**config.mk**
```make
export PLATFORM = sky130hd
export DESIGN_NAME = aabb_collision_test_and_resolve
export DESIGN_NICKNAME = d
export VERILOG_FILES = /design/src/design/aabb_pkg.sv /design/src/design/aabb_collision_test_and_resolve.sv /design/src/design/aabb_geom.sv /design/src/design/aabb_push.sv
export SDC_FILE = /design/constraint.sdc
export NUM_CORES = 2
export LEC_CHECK = 0
export BUFFER_PORTS_ARGS = -buffer_cell sky130_fd_sc_hd__clkbuf_2
export CORE_MARGIN = 2
export CORE_UTILIZATION = 60
export CTS_CLUSTER_SIZE = 14
export DETAILED_ROUTE_END_ITERATION = 12
export MAX_ROUTING_LAYER = met4
export PLACE_DENSITY = 0.78
export SYNTH_ARGS = -nofsm -noshare
export SYNTH_HDL_FRONTEND = slang
export SYNTH_SLANG_ARGS = --single-unit
```
**constraint.sdc**
```tcl
create_clock -name clk_i -period 11.2 [get_ports clk_i]
set_input_delay 1.68 -clock clk_i [delete_from_list [all_inputs] [get_ports clk_i]]
set_output_delay 1.68 -clock clk_i [all_outputs]
set_load 0.005 [all_outputs]
```
**src/design/aabb_pkg.sv**
```systemverilog
package aabb_pkg;

  // Default coordinate width: signed Q15.8.
  localparam int unsigned CoordBitsDef = 24;

  typedef struct packed {
    logic overlap;
    logic hits_from_below;
    logic hits_from_above;
    logic hits_from_right;
    logic hits_from_left;
  } aabb_flags_t;

endpackage

```
**src/design/aabb_collision_test_and_resolve.sv**
```systemverilog
// Channel   Handshake                       Payload
// input     in_valid_i / in_stall_o         self_*, other_*, velocity_i
// output    out_valid_o / out_stall_i       overlap_o, hits_from_*_o, push_x_o, push_y_o
//
// One box pair per cycle while the output is not stalled; input register, then result register.
// Edge sums, touch compares and the four-way minimum sit between the two registers.
// Reset clears only the two valid flags.
// A stalled output holds the result; the input register keeps accepting while the
// result register is free or draining, so the input stalls only when both are full.
module aabb_collision_test_and_resolve
  import aabb_pkg::*;
#(
  parameter int unsigned COORD_BITS = CoordBitsDef,
  localparam int unsigned SizeBits = COORD_BITS - 1,
  localparam int unsigned WideBits = COORD_BITS + 2,
  localparam int unsigned PushBits = COORD_BITS + 1
) (
  input  logic                        clk_i,
  input  logic                        rst_ni,
  input  logic                        in_valid_i,
  output logic                        in_stall_o,
  input  logic signed [COORD_BITS-1:0] self_left_i,
  input  logic signed [COORD_BITS-1:0] self_top_i,
  input  logic        [SizeBits-1:0]   self_width_i,
  input  logic        [SizeBits-1:0]   self_height_i,
  input  logic signed [COORD_BITS-1:0] other_left_i,
  input  logic signed [COORD_BITS-1:0] other_top_i,
  input  logic        [SizeBits-1:0]   other_width_i,
  input  logic        [SizeBits-1:0]   other_height_i,
  input  logic signed [COORD_BITS-1:0] velocity_i,
  output logic                        out_valid_o,
  input  logic                        out_stall_i,
  output logic                        overlap_o,
  output logic                        hits_from_below_o,
  output logic                        hits_from_above_o,
  output logic                        hits_from_right_o,
  output logic                        hits_from_left_o,
  output logic signed [PushBits-1:0]   push_x_o,
  output logic signed [PushBits-1:0]   push_y_o
);

  logic                         in_valid_q, in_valid_d;
  logic                         out_valid_q, out_valid_d;
  logic                         in_xfer, res_adv;

  logic signed [COORD_BITS-1:0] sl_q, st_q, ol_q, ot_q, vel_q;
  logic        [SizeBits-1:0]   sw_q, sh_q, ow_q, oh_q;

  aabb_flags_t                  flags, flags_q;
  logic signed [WideBits-1:0]   sl_w, st_w, sr_w, sb_w, ol_w, ot_w, or_w, ob_w;
  logic signed [PushBits-1:0]   push_x, push_y, push_x_q, push_y_q;

  assign res_adv    = !out_valid_q || !out_stall_i;
  assign in_stall_o = in_valid_q && !res_adv;
  assign in_xfer    = in_valid_i && !in_stall_o;

  assign in_valid_d  = in_xfer || (in_valid_q && !res_adv);
  assign out_valid_d = res_adv ? in_valid_q : out_valid_q;

  always_ff @(posedge clk_i or negedge rst_ni) begin
    if (!rst_ni) begin
      in_valid_q  <= 1'b0;
      out_valid_q <= 1'b0;
    end else begin
      in_valid_q  <= in_valid_d;
      out_valid_q <= out_valid_d;
    end
  end

  always_ff @(posedge clk_i) begin
    if (in_xfer) begin
      sl_q  <= self_left_i;
      st_q  <= self_top_i;
      sw_q  <= self_width_i;
      sh_q  <= self_height_i;
      ol_q  <= other_left_i;
      ot_q  <= other_top_i;
      ow_q  <= other_width_i;
      oh_q  <= other_height_i;
      vel_q <= velocity_i;
    end
  end

  aabb_geom #(
    .CoordBits(COORD_BITS)
  ) u_geom (
    .self_left_i   (sl_q),
    .self_top_i    (st_q),
    .self_width_i  (sw_q),
    .self_height_i (sh_q),
    .other_left_i  (ol_q),
    .other_top_i   (ot_q),
    .other_width_i (ow_q),
    .other_height_i(oh_q),
    .velocity_i    (vel_q),
    .flags_o       (flags),
    .sl_o          (sl_w),
    .st_o          (st_w),
    .sr_o          (sr_w),
    .sb_o          (sb_w),
    .ol_o          (ol_w),
    .ot_o          (ot_w),
    .or_o          (or_w),
    .ob_o          (ob_w)
  );

  aabb_push #(
    .CoordBits(COORD_BITS)
  ) u_push (
    .overlap_i(flags.overlap),
    .sl_i     (sl_w),
    .st_i     (st_w),
    .sr_i     (sr_w),
    .sb_i     (sb_w),
    .ol_i     (ol_w),
    .ot_i     (ot_w),
    .or_i     (or_w),
    .ob_i     (ob_w),
    .push_x_o (push_x),
    .push_y_o (push_y)
  );

  always_ff @(posedge clk_i) begin
    if (res_adv && in_valid_q) begin
      flags_q  <= flags;
      push_x_q <= push_x;
      push_y_q <= push_y;
    end
  end

  assign out_valid_o       = out_valid_q;
  assign overlap_o         = flags_q.overlap;
  assign hits_from_below_o = flags_q.hits_from_below;
  assign hits_from_above_o = flags_q.hits_from_above;
  assign hits_from_right_o = flags_q.hits_from_right;
  assign hits_from_left_o  = flags_q.hits_from_left;
  assign push_x_o          = push_x_q;
  assign push_y_o          = push_y_q;

endmodule

```
**src/design/aabb_geom.sv**
```systemverilog
module aabb_geom
  import aabb_pkg::*;
#(
  parameter int unsigned CoordBits = CoordBitsDef,
  localparam int unsigned SizeBits = CoordBits - 1,
  localparam int unsigned WideBits = CoordBits + 2
) (
  input  logic signed [CoordBits-1:0] self_left_i,
  input  logic signed [CoordBits-1:0] self_top_i,
  input  logic        [SizeBits-1:0]  self_width_i,
  input  logic        [SizeBits-1:0]  self_height_i,
  input  logic signed [CoordBits-1:0] other_left_i,
  input  logic signed [CoordBits-1:0] other_top_i,
  input  logic        [SizeBits-1:0]  other_width_i,
  input  logic        [SizeBits-1:0]  other_height_i,
  input  logic signed [CoordBits-1:0] velocity_i,
  output aabb_flags_t                 flags_o,
  output logic signed [WideBits-1:0]  sl_o,
  output logic signed [WideBits-1:0]  st_o,
  output logic signed [WideBits-1:0]  sr_o,
  output logic signed [WideBits-1:0]  sb_o,
  output logic signed [WideBits-1:0]  ol_o,
  output logic signed [WideBits-1:0]  ot_o,
  output logic signed [WideBits-1:0]  or_o,
  output logic signed [WideBits-1:0]  ob_o
);

  // Two guard bits: bottom + |v| reaches about 3 * 2^(CoordBits-1).
  logic signed [WideBits-1:0] sl, st, sr, sb, ol, ot, orr, ob;
  logic signed [WideBits-1:0] vel_w, vmag;
  logic                       spans_x, spans_y;

  always_comb begin
    sl    = WideBits'(self_left_i);
    st    = WideBits'(self_top_i);
    ol    = WideBits'(other_left_i);
    ot    = WideBits'(other_top_i);
    sr    = sl + signed'(WideBits'(self_width_i));
    sb    = st + signed'(WideBits'(self_height_i));
    orr   = ol + signed'(WideBits'(other_width_i));
    ob    = ot + signed'(WideBits'(other_height_i));
    vel_w = WideBits'(velocity_i);
    vmag  = vel_w[WideBits-1] ? -vel_w : vel_w;

    spans_x = (sr > ol) && (sl < orr);
    spans_y = (sb > ot) && (st < ob);

    flags_o.overlap         = !((sb < ot) || (st > ob) || (sl > orr) || (sr < ol));
    flags_o.hits_from_below = ((st - vmag) < ob) && (sb > ob) && spans_x;
    flags_o.hits_from_above = ((sb + vmag) > ot) && (st < ot) && spans_x;
    flags_o.hits_from_right = ((sl - vmag) < orr) && (sr > orr) && spans_y;
    flags_o.hits_from_left  = ((sr + vmag) > ol) && (sl < ol) && spans_y;
  end

  assign sl_o = sl;
  assign st_o = st;
  assign sr_o = sr;
  assign sb_o = sb;
  assign ol_o = ol;
  assign ot_o = ot;
  assign or_o = orr;
  assign ob_o = ob;

endmodule

```
**src/design/aabb_push.sv**
```systemverilog
module aabb_push
  import aabb_pkg::*;
#(
  parameter int unsigned CoordBits = CoordBitsDef,
  localparam int unsigned WideBits = CoordBits + 2,
  localparam int unsigned PushBits = CoordBits + 1
) (
  input  logic                       overlap_i,
  input  logic signed [WideBits-1:0] sl_i,
  input  logic signed [WideBits-1:0] st_i,
  input  logic signed [WideBits-1:0] sr_i,
  input  logic signed [WideBits-1:0] sb_i,
  input  logic signed [WideBits-1:0] ol_i,
  input  logic signed [WideBits-1:0] ot_i,
  input  logic signed [WideBits-1:0] or_i,
  input  logic signed [WideBits-1:0] ob_i,
  output logic signed [PushBits-1:0] push_x_o,
  output logic signed [PushBits-1:0] push_y_o
);

  logic signed [WideBits-1:0] c_top, c_bot, c_left, c_right;
  logic        [WideBits-1:0] m_top, m_bot, m_left, m_right;

  always_comb begin
    c_top   = ot_i - sb_i;
    c_bot   = ob_i - st_i;
    c_left  = ol_i - sr_i;
    c_right = or_i - sl_i;
    m_top   = c_top[WideBits-1]   ? -c_top   : c_top;
    m_bot   = c_bot[WideBits-1]   ? -c_bot   : c_bot;
    m_left  = c_left[WideBits-1]  ? -c_left  : c_left;
    m_right = c_right[WideBits-1] ? -c_right : c_right;

    push_x_o = '0;
    push_y_o = '0;
    // Smallest magnitude wins; ties resolve top, bottom, left, right.
    if (overlap_i) begin
      priority if ((m_top <= m_bot) && (m_top <= m_left) && (m_top <= m_right)) begin
        push_y_o = c_top[PushBits-1:0];
      end else if ((m_bot <= m_left) && (m_bot <= m_right)) begin
        push_y_o = c_bot[PushBits-1:0];
      end else if (m_left <= m_right) begin
        push_x_o = c_left[PushBits-1:0];
      end else begin
        push_x_o = c_right[PushBits-1:0];
      end
    end
  end

endmodule
```
==> impl_metrics.csv <==
group,metric,value,unit
outcome,status,"complete, no violations",
worst_hold_path,hold_path.class,"flip-flop to flip-flop",
die,initial_core_util,60.6,%
die,core-area,0.0590,sq mm
timing,setup_violations,0,
timing,relSlewSlack,15.7,%
layout,regArea,0.00807,sq mm
cts,cts-htree-levels,1,
timing,skew,0.0542,ns
setup_path,start_kind,"flip-flop",
logic_synthesis,synth_edf_count,267,
logic_synthesis,synth_seq_cells,269,
power_and_ir_drop,p_sw,5.42,mW
layout,multi_input_comb_area,0.0259,sq mm
power_and_ir_drop,p_comb_share,77.3,%
grt,grt_util_all_layers,42.5,%
cts,cts_root_buf,"clkbuf_16",
cts,postCtsHoldBufs,0,
logic_synthesis,synth_cells,4129,
cts,clk_pin_slew_worst_paths,0.07,ns
flow_run,drv_cap,0,
placed_design,port_buffers,272,
cts,ctsLongestPathBuffers,3,
grt,antenna_found_initial,4,
grt,grt_pass1_wl,192,mm
cts,clk_latency,0.63,ns
layout,final_nets,5217,
power_and_ir_drop,vdd_drop_max,0.000234,V
cts,cts_resized,0,
layout,drive_above_1_share,10.8,%
logic_synthesis,syn_area_per_cell,8.66,sq um
logic_synthesis,synth.largest_area_cell,"edfxtp_1",
setup_path,worstPathArrival,10.70,ns
routing,initialDrtViolationCount,4379,
timing,period_minus_slack,10.32,ns
power_and_ir_drop,p_clk_share,10.0,%
die,die_h,248,um
cts,cts_made_buffers,30,
layout,fillers,5027,
die,dieWidth,248,um
routing,routed_wirelength,130,mm
timing,hold_violations,0,
placed_design,globalplace.congestion,1.08,
logic_synthesis,synth-seq-area-share,22.6,%
power_and_ir_drop,power.leakage,17.9,nW
routing,vias,34200,
logic_synthesis,synth_top_area_share,22.4,%
setup_path,crit_path_end_kind,"flip-flop",
setup_path,cpLargestDelayFamily,"compound AO/OA/AOI/OAI gates",
setup_path,cp_slowest_cell,"nor3b_1",
timing,fmax,96.9,MHz
routing,avgViaCountPerCell,6.56,
logic_synthesis,yosysUniqueCellTypes,114,
setup_path,critPathKind,"flip-flop to flip-flop",
layout,areaGrowthSynthToFinish,9.58,%
timing,worst_pin_slew,1.26,ns
routing,wire_per_inst,24.9,um
power_and_ir_drop,finalPower,10.1,mW
logic_synthesis,synthFlopType,"edfxtp_1",
logic_synthesis,ys_warn_count,0,
placed_design,post-dp-hpwl,109,mm
timing,post-route-period-util,92.1,%
setup_path,critPathRequiredTime,11.58,ns
timing,grt_setup_unrepaired,"no",
setup_path,max_stage_delay,0.57,ns
setup_path,path_max_fanout,14,
grt,grt_overflow,0,
grt,grt_pass1_vias,31500,
logic_synthesis,synthArstFlopShare,0.743,%
routing,dr.pass1.iters,9,
grt,grt_max_degree,77,
power_and_ir_drop,sequentialPowerShare,12.7,%
setup_path,worst-path-buf-inv,2,
power_and_ir_drop,power_density,259,mW/mm^2
timing,drv_slew,0,
die,fp-row-count,89,
logic_synthesis,synth.area.top_cells,"edfxtp_1, ha_1, xnor2_1, inv_1, a21oi_1",
die,die-area,0.0616,sq mm
setup_path,path_common_cell,"a21oi_1",
timing,finalSetupTns,0,ns
power_and_ir_drop,p_int,4.73,mW
cts,cts_tree,"built",
power_and_ir_drop,switching_share,53.4,%
routing,ant_nets,0,
cts,cts_sinks,269,
cts,postCtsSetupBuffers,0,
die,io_pins,273,
logic_synthesis,syn_area,0.0358,sq mm
routing,drc,0,
[sequential cells by signal (all words and copies together), names as in the netlist, 23 cells and up]
name,flops
ow_q,23
sl_q,24
push_y_o,25
ot_q,24
ol_q,24
st_q,24
sw_q,23
vel_q,24
oh_q,23
sh_q,23
push_x_o,25
[worst reg2reg max path: cells and delay by family, from the launching register on]
kind,cells,cell delay [ns]
simple gates,7,1.60
mux,1,0.30
fa+ha+maj,4,1.34
buf+inv,2,0.34
flops,1,0.47
compound gates,33,5.98
[area by class of cell]
cell class / instances / share of cell area, %
diodes: 3 / 0.0192
clock buffers: 40 / 2.12
clock inverters: 14 / 0.409
inverters: 392 / 3.75
multi-input cells: 3388 / 66.0
flip-flops and latches: 269 / 20.6
well taps: 773 / 2.47
repair buffers: 334 / 4.69
[metal layers]
layer | vias up | part of all wire, % | wire length, um | global-route usage [%]
li1 | 15900 | - | - | -
met1 | 16000 | 43 | 55500 | 58.7
met2 | 1956 | 40 | 52600 | 59.8
met3 | 331 | 12 | 15700 | 9.88
met4 | 0 | 4.8 | 6260 | 17.0
met5 | - | 0 | 0 | -
[final timing paths]
kind,cells past startpoint,slack (ns),endpoint,startpoint
hold / removal,1,0.50,out_valid_o$_DFFE_PN0N_,in_valid_q$_DFF_PN0_
setup reg to reg,47,0.88,push_y_o[21]$_SDFFCE_PN0P_,ot_q[0]$_DFFE_PP_
hold reg to reg,1,0.50,out_valid_o$_DFFE_PN0N_,in_valid_q$_DFF_PN0_
max in group asynchronous,1,10.27,out_valid_o$_DFFE_PN0N_,rst_ni
setup / recovery,47,0.88,push_y_o[21]$_SDFFCE_PN0P_,ot_q[0]$_DFFE_PP_
min in group asynchronous,1,0.83,in_valid_q$_DFF_PN0_,rst_ni
[synthesized netlist by cell type, types with 28 or more instances]
| cell | instances |
|---|---|
| and3_1 | 41 |
| a211oi_1 | 34 |
| a21boi_0 | 33 |
| ha_1 | 574 |
| nand2_1 | 223 |
| o31ai_1 | 28 |
| mux2i_1 | 36 |
| edfxtp_1 | 267 |
| nor3_1 | 81 |
| clkbuf_1 | 53 |
| nor2b_1 | 76 |
| nor2_1 | 295 |
| nand3_1 | 78 |
| a21oi_1 | 262 |
| or3_1 | 29 |
| nand4_1 | 99 |
| o21ai_0 | 216 |
| a21o_1 | 120 |
| o21a_1 | 108 |
| nor4_1 | 32 |
| xor2_1 | 115 |
| nand2b_1 | 76 |
| inv_1 | 391 |
| xnor2_1 | 259 |
| and2_1 | 43 |
| o21bai_1 | 51 |
[power by group through the flow]
stage	Combinational (mW)	Sequential, mW	Clock [mW]
after CTS	7.58	1.28	1.03
final	7.85	1.29	1.01
after global placement	7.52	1.30	0
after detailed placement	7.52	1.30	0
after global routing	8.49	1.29	1.06
after floorplan	5.31	1.28	0
[cells in the final DEF, fill, tap and decap left out, types with 15 or more instances in the layout]
cell type  netlist  final
a311oi_1        18     18
or3_1           29     29
and3_1          41     41
nor2b_1         76     76
ha_1           574    574
xor2_1         115    115
or2_2           15     15
a31oi_1         27     27
nor2_1         295    295
nor4_1          32     32
nand3_1         78     78
o211ai_1        26     26
o21a_1         108    108
o21bai_1        51     51
clkbuf_16        0     31
o21ai_0        216    215
o31ai_1         28     28
inv_1          391    391
maj3_1          27     27
a21oi_1        262    262
clkbuf_2         0    272
a211oi_1        34     34
a31o_2          16     16
and4_1          16     16
a21o_1         120    120
o41ai_2         17     17
xnor2_1        259    259
nor3_1          81     81
and2_1          43     42
o2111ai_1       24     24
buf_4            3     61
nand2b_1        76     76
nand2_1        223    223
edfxtp_1       267    267
a21boi_0        33     32
mux2i_1         36     36
nand4_1         99     99
[cells by family after synthesis]
kind of cell             after synthesis  synth area share [%]
AND/OR/NAND/NOR                     1171                  16.8
AO/OA/AOI/OAI                       1170                  22.8
adder cells (fa/ha/maj)              617                  21.6
buffers and inverters                474                  5.23
XOR/XNOR                             384                  9.73
flip-flops                           269                  22.6
multiplexers                          42                  1.20
other                                  2                0.0210
[through the flow]
stage / setup WS, ns / instance area [sq um] / instances / hold slack [ns] / util [%]
3_3_place_gp: 1.33 / 38200 / 5156 / 0.466 / 64.7
4_1_cts: 1.14 / 39200 / 5210 / 0.505 / 66.4
5_1_grt: 0.106 / 39200 / 5213 / 0.520 / 66.4
3_5_place_dp: 1.19 / 38200 / 5156 / 0.484 / 64.7
6_report: 0.884 / 39200 / 5213 / 0.503 / 66.4
2_1_floorplan: 2.35 / 35800 / 4131 / 0.443 / -
Power figures use the tool's default switching activity.
